**src/hdl/inverse_affine_pixel_warp_unit_defines.svh**
```systemverilog
// assertion macros shared by the warp unit modules
// no dependencies; included by files that carry concurrent checks
`ifndef INVERSE_AFFINE_PIXEL_WARP_UNIT_DEFINES_SVH
`define INVERSE_AFFINE_PIXEL_WARP_UNIT_DEFINES_SVH

// same-cycle implication, disabled while reset is asserted
`define IAPW_ASSERT_IMP(label, clk, rst_n, ante, cons) \
    label: assert property (@(posedge clk) disable iff (!rst_n) (ante) |-> (cons)) \
        else $error("iapw check failed");

// next-cycle implication, disabled while reset is asserted
`define IAPW_ASSERT_NXT(label, clk, rst_n, ante, cons) \
    label: assert property (@(posedge clk) disable iff (!rst_n) (ante) |=> (cons)) \
        else $error("iapw check failed");

`endif

```
**src/hdl/iapw_pkg.sv**
```systemverilog
// shared types and constants of the inverse affine pixel warp unit
// no dependencies; used by controller, datapath and top level
package iapw_pkg;

    localparam int POS_W   = 9;
    localparam int PIX_W   = 24;
    localparam int COEF_W  = 32;
    localparam int DIM_W   = 10;
    localparam int CFG_IDX_W = 4;
    localparam int PROD_W  = COEF_W + POS_W + 1;
    localparam int ACC_W   = PROD_W + 2;

    // request command codes
    localparam logic CMD_LOAD = 1'b0;
    localparam logic CMD_WARP = 1'b1;

    // configuration register indexes
    localparam logic [CFG_IDX_W-1:0] REG_COEF_XX  = 4'd0;
    localparam logic [CFG_IDX_W-1:0] REG_COEF_XY  = 4'd1;
    localparam logic [CFG_IDX_W-1:0] REG_OFFSET_X = 4'd2;
    localparam logic [CFG_IDX_W-1:0] REG_COEF_YX  = 4'd3;
    localparam logic [CFG_IDX_W-1:0] REG_COEF_YY  = 4'd4;
    localparam logic [CFG_IDX_W-1:0] REG_OFFSET_Y = 4'd5;
    localparam logic [CFG_IDX_W-1:0] REG_FRAME_W  = 4'd6;
    localparam logic [CFG_IDX_W-1:0] REG_FRAME_H  = 4'd7;

    // multiply-accumulate term select
    localparam logic [1:0] MAC_XX = 2'd0;
    localparam logic [1:0] MAC_XY = 2'd1;
    localparam logic [1:0] MAC_YX = 2'd2;
    localparam logic [1:0] MAC_YY = 2'd3;

    typedef struct packed {
        logic       load_we;
        logic       capture;
        logic       mac_en;
        logic       mac_init;
        logic [1:0] mac_sel;
        logic       latch_sx;
        logic       latch_sy;
        logic       mem_rd;
        logic       out_load;
    } t_dp_cmd;

endpackage

```
**src/hdl/iapw_ctrl.sv**
```systemverilog
// sequencing state machine of the warp unit: handshakes and datapath commands
// depends on iapw_pkg and inverse_affine_pixel_warp_unit_defines.svh
`include "inverse_affine_pixel_warp_unit_defines.svh"

module iapw_ctrl (
    input  logic                i_clk,
    input  logic                i_rst_n,
    input  logic                i_in_valid,
    input  logic                i_command,
    output logic                o_in_stall,
    output logic                o_out_valid,
    input  logic                i_out_stall,
    output iapw_pkg::t_dp_cmd   o_cmd
);

    localparam logic [2:0] S_IDLE = 3'd0;
    localparam logic [2:0] S_MX0  = 3'd1;
    localparam logic [2:0] S_MX1  = 3'd2;
    localparam logic [2:0] S_MY0  = 3'd3;
    localparam logic [2:0] S_MY1  = 3'd4;
    localparam logic [2:0] S_TRY  = 3'd5;
    localparam logic [2:0] S_RDM  = 3'd6;
    localparam logic [2:0] S_DONE = 3'd7;

    logic [2:0] r_state;
    logic [2:0] n_state;
    logic       r_out_valid;
    logic       n_out_valid;
    logic       w_accept;
    logic       w_out_free;

    assign w_accept   = i_in_valid && (r_state == S_IDLE);
    assign w_out_free = !r_out_valid || !i_out_stall;

    always_comb begin
        n_state = r_state;
        o_cmd   = '0;
        unique case (r_state)
            S_IDLE: begin
                if (w_accept) begin
                    if (i_command == iapw_pkg::CMD_LOAD) begin
                        o_cmd.load_we = 1'b1;
                    end else begin
                        o_cmd.capture = 1'b1;
                        n_state       = S_MX0;
                    end
                end
            end
            S_MX0: begin
                o_cmd.mac_en   = 1'b1;
                o_cmd.mac_init = 1'b1;
                o_cmd.mac_sel  = iapw_pkg::MAC_XX;
                n_state        = S_MX1;
            end
            S_MX1: begin
                o_cmd.mac_en  = 1'b1;
                o_cmd.mac_sel = iapw_pkg::MAC_XY;
                n_state       = S_MY0;
            end
            S_MY0: begin
                o_cmd.mac_en   = 1'b1;
                o_cmd.mac_init = 1'b1;
                o_cmd.mac_sel  = iapw_pkg::MAC_YX;
                o_cmd.latch_sx = 1'b1;
                n_state        = S_MY1;
            end
            S_MY1: begin
                o_cmd.mac_en  = 1'b1;
                o_cmd.mac_sel = iapw_pkg::MAC_YY;
                n_state       = S_TRY;
            end
            S_TRY: begin
                o_cmd.latch_sy = 1'b1;
                n_state        = S_RDM;
            end
            S_RDM: begin
                o_cmd.mem_rd = 1'b1;
                n_state      = S_DONE;
            end
            S_DONE: begin
                if (w_out_free) begin
                    o_cmd.out_load = 1'b1;
                    n_state        = S_IDLE;
                end
            end
            default: begin
                n_state = S_IDLE;
            end
        endcase
    end

    always_comb begin
        if (o_cmd.out_load) begin
            n_out_valid = 1'b1;
        end else if (!i_out_stall) begin
            n_out_valid = 1'b0;
        end else begin
            n_out_valid = r_out_valid;
        end
    end

    always_ff @(posedge i_clk) begin
        if (!i_rst_n) begin
            r_state     <= S_IDLE;
            r_out_valid <= 1'b0;
        end else begin
            r_state     <= n_state;
            r_out_valid <= n_out_valid;
        end
    end

    assign o_in_stall  = (r_state != S_IDLE);
    assign o_out_valid = r_out_valid;

    // a load is written at acceptance and never leaves idle
    `IAPW_ASSERT_NXT(a_load_stays_idle, i_clk, i_rst_n, w_accept && (i_command == iapw_pkg::CMD_LOAD), r_state == S_IDLE)
    // a result appears only after the done step
    `IAPW_ASSERT_IMP(a_result_from_done, i_clk, i_rst_n, $rose(r_out_valid), $past(r_state) == S_DONE)
    // a finished warp waits while the held result is stalled
    `IAPW_ASSERT_NXT(a_done_waits, i_clk, i_rst_n, (r_state == S_DONE) && r_out_valid && i_out_stall, r_state == S_DONE)

endmodule

```
**config.mk**
```make
export PLATFORM = sky130hd
export DESIGN_NAME = iapw_ctrl
export DESIGN_NICKNAME = d
export VERILOG_FILES = /design/src/hdl/iapw_pkg.sv /design/src/hdl/iapw_ctrl.sv
export VERILOG_INCLUDE_DIRS = /design/src /design/src/hdl
export SDC_FILE = /design/constraint.sdc
export NUM_CORES = 1
export LEC_CHECK = 0
export ABC_AREA = 1
export BUFFER_PORTS_ARGS = -buffer_cell sky130_fd_sc_hd__buf_2
export CORE_AREA = 4 4 41 43
export CTS_CLUSTER_SIZE = 30
export DETAILED_ROUTE_END_ITERATION = 16
export DIE_AREA = 0 0 45 47
export SYNTH_ARGS = -nofsm -noshare
export SYNTH_HDL_FRONTEND = slang
export SYNTH_SLANG_ARGS = --single-unit
export TNS_END_PERCENT = 5
```
**constraint.sdc**
```tcl
create_clock -name i_clk -period 2.6 [get_ports i_clk]
set_input_delay 0.39 -clock i_clk [delete_from_list [all_inputs] [get_ports i_clk]]
set_output_delay 0.39 -clock i_clk [all_outputs]
set_load 0.005 [all_outputs]
```
After elaboration in Yosys (flattened, before gate mapping)
Index checks and enable logic that the tools add are counted.
W data, S select, Z words.

operators by class
  $add $sub $neg = 0
  multiply operators = 0
  divide/modulo/power cells = 0
  magnitude comparators = 0
  equal/unequal tests = 11
  shifts and indexed selects = 0
  multiplexer cells = 18
  bitwise gates (word level) = 0
  reductions and logical operators = 9

operators by type and width
  cell                  count
  $pmux W3 S8           1
  $eq A3 B3 Y1 const B  4
  $mux W1               11
  $mux W3               3
  $eq A3 B2 Y1 const B  2
  $ne A2 B2 Y1 const B  3
  $pmux W2 S3           1
  $mux W2               2
  $reduce_or A4 Y1      1
  $eq A3 B1 Y1 const B  1
  $logic_not A3 Y1      1
  $reduce_and A3 Y1     1
  $reduce_bool A3 Y1    1
  $logic_not A1 Y1      2
  $ne A2 B1 Y1 const B  1
  $reduce_or A2 Y1      1
  $logic_and A1 B1 Y1   1
  $logic_or A1 B1 Y1    1

storage, ports and cells
  bits in registers = 4
  bits in latches = 0
  RAM bits = 0
  bits in read-only memories = 0
  bits of input ports = 5
  output and inout port bits = 12
  word-level logic and storage cells = 40
  memories kept = 0

Logic depth before layout (Yosys ltp)
  word-level depth = 5
  mapped depth = 8
  mapped depth without buffers = 8

Worst setup path before layout
OpenSTA, ideal clock, no wires.

  path type = reg-to-output
  start = register r_state[0]
  end = output port o_cmd[7] in the netlist's numbering
  arrival time = 1.010 ns
  data required time = 2.210 ns
  setup slack = 1.200 ns
  stages on the path, launching flop included = 7
  path buffers = 0
  cells stage by stage = dfxtp_1 > inv_1 > ha_1 > nand2_1 > inv_1 > nor2_1 > nand3_1

RTL lines
  item                    line              source
  start, declared         iapw_ctrl.sv:25   logic [2:0] r_state;
  start signal, assigned  iapw_ctrl.sv:107  r_state <= n_state;
  end, declared           iapw_ctrl.sv:13   output iapw_pkg::t_dp_cmd o_cmd

==> flow_metrics.env <==
export IMPL_hold_path_class="in2reg"
export IMPL_wire_per_inst_um=8.22
export IMPL_numCtsBuffers=3
export IMPL_portBuffers=16
export IMPL_yosysWarnings=0
export IMPL_worst_pin_slew_ns=0.256
export IMPL_rsz0062_at_grt="false"
export IMPL_drtAntennaViolNets=0
export IMPL_syn2layout_area_growth_pct=30.1
export IMPL_synth_area_per_cell_um2=6.40
export IMPL_crit_chain="inv_1, ha_1, nand2_1, inv_1, nor2_1, nand3_1, buf_2"
export IMPL_cts_tree="built"
export IMPL_async_flop_share=0
export IMPL_die_w_um=45
export IMPL_dp_hpwl_um=659
export IMPL_syn_area_um2=378
export IMPL_drv_slew=0
export IMPL_layout_min_cycle_time_ns=1.84
export IMPL_hold_buffers=0
export IMPL_yosysSeqAreaShare=0.212
export IMPL_ir_drop_mv=0.306
export IMPL_cp_end_kind="output pin"
export IMPL_netlist_instances=59
export IMPL_synth_top_area_cell="dfxtp_1"
export IMPL_path_delay_family="flip-flops"
export IMPL_ys_seq_elements=4
export IMPL_powerDensity_mw_per_mm2=932
export IMPL_diodes=0
export IMPL_grt_pass1_wl_um=1210
export IMPL_cts_setup_buffers=0
export IMPL_drive_above_1_share=0.377
export IMPL_worstSkewPairLatency_ns=0.23
export IMPL_slew_headroom=0.829
export IMPL_slowest_stage="dfxtp_1"
export IMPL_critPathRequiredTime_ns=2.21
export IMPL_cap_violations=0
export IMPL_final_nets=88
export IMPL_fin_util=0.378
export IMPL_cts_repair_resized=0
export IMPL_overflow=0
export IMPL_power_total_w=0.000458
export IMPL_cp_arrival_ns=1.45
export IMPL_status="finished, final reports clean"
export IMPL_period_share=0.708
export IMPL_finalHoldViolCount=0
export IMPL_post_place_ws_ns=0.998
export IMPL_io_pins=17
export IMPL_stdcell_area_um2=492
export IMPL_fill_cells=141
export IMPL_p_leak_nw=0.314
export IMPL_synth_distinct_cells=18
export IMPL_critical_path_class="reg2out"
export IMPL_setup_violations=0
export IMPL_synth_top_area_frac=0.212
export IMPL_dpl_cell_area_um2=469
export IMPL_clock_sinks=4
export IMPL_critPathMostFrequentCell="inv_1"
export IMPL_clock_path_buffers=2
export IMPL_first_global_vias=330
export IMPL_synthTopCellsByArea="dfxtp_1 (21%), nand2_1 (14%), ha_1 (13%), inv_1 (11%), nor2_1 (7.9%)"
export IMPL_drt_iter0_markers=9
export IMPL_critPathLaunchType="flop"
export IMPL_worst_path_largest_cell_delay_ns=0.35
export IMPL_path_max_fanout=3
export IMPL_h_tree_depth=1
export IMPL_ys_flop_type="dfxtp_1"
export IMPL_cts_root_buf="clkbuf_4"
export IMPL_vias=383
export IMPL_grt_use_total=0.0798
export IMPL_core_mm2=0.00130
export IMPL_die_area_mm2=0.00212
export IMPL_skew_ns=0.00387
export IMPL_fmax_mhz=543
export IMPL_fp_row_count=13
export IMPL_path_clk_slew_ns=0.04
export IMPL_worst_slack_ns=0.758
export IMPL_tns_ns=0
export IMPL_via_per_inst=4.16
export IMPL_synth_edf_count=0
export IMPL_drc=0
export IMPL_start_util=0.290
export IMPL_die_h_um=47
export IMPL_grt_start_max_net_pins=9
export IMPL_postRouteWirelength_um=756
export IMPL_antenna_found_initial=0
export IMPL_firstDrtPassIters=4
export IMPL_crit_buf_inv=3
export IMPL_syn_nets=68
export IMPL_globalplace_congestion=0.776
==> logic make-up (layout without fill, tap and decap cells) <==
group                      after synthesis  count (layout)  share of synthesized area
buffers and inverters                   14              32                      0.149
and+or+nand+nor                         31              31                      0.407
adders and majority gates                4               4                      0.132
AOI/OAI and AO/OA                        6               6                     0.0993
DFF                                      4               4                      0.212
==> per-stage QoR <==
stage / instances / hold WS (ns)
CTS: 92 / 0.391
global placement: 89 / 0.534
global route: 92 / 0.414
floorplan: 59 / 0.510
finish: 92 / 0.402
detailed placement: 89 / 0.553
==> synthesized netlist by cell type (2+ instances only) <==
cell type and number:
nand2_1 14, inv_1 11, nor2_1 8, dfxtp_1 4, ha_1 4, o21ai_0 3
nand2_2 2, nor2_2 2, nor2_4 2
==> tightest hold or removal path, cell delays in order <==
cell	delay, ns
buf_2	0.11
nand2_1	0.06
nor2_1	0.03
==> flip-flops by register name, summed over array words and instances (netlist names) <==
signal and cells:
o_out_valid 1, r_state 3
==> cell usage in the layout, fill, tap and decap left out, types with 2 or more instances in the layout <==
cell / count
inv_1: 11
dfxtp_1: 4
ha_1: 4
o21ai_0: 3
nand2_1: 14
nor2_2: 2
clkbuf_4: 3
nor2_1: 8
nand2_2: 2
buf_2: 16
nor2_4: 2
==> final cells by class <==
cell class	count	area (µm²)	area share
Tap cell	15	18.8	0.0382
Clock buffer	3	22.5	0.0458
Sequential cell	4	80.1	0.163
Inverter	13	48.8	0.0992
Multi-Input combinational cell	41	241	0.491
Timing Repair Buffer	16	80.1	0.163
==> metal layers <==
layer	vias up	track usage	part of all wire
met5	-	0	0
met4	0	0.0702	0
met3	0	0.0153	0.079
met2	11	0.113	0.43
met1	159	0.103	0.49
li1	213	-	-
==> report_power, final <==
part           internal [W]  switching, W
Clock             0.0000517     0.0000265
Sequential        0.0000787     0.0000175
Combinational      0.000124      0.000160
==> final timing paths <==
kind              start          to  slack (ns)  depth (start not counted)
min reg2reg  r_state[1]  r_state[1]        0.55                          2
max          r_state[0]    o_cmd[7]        0.76                          7
min             i_rst_n  r_state[0]        0.40                          3
max reg2reg  r_state[0]  r_state[2]        1.26                          8
No activity file was read; power rests on OpenSTA's default activity.
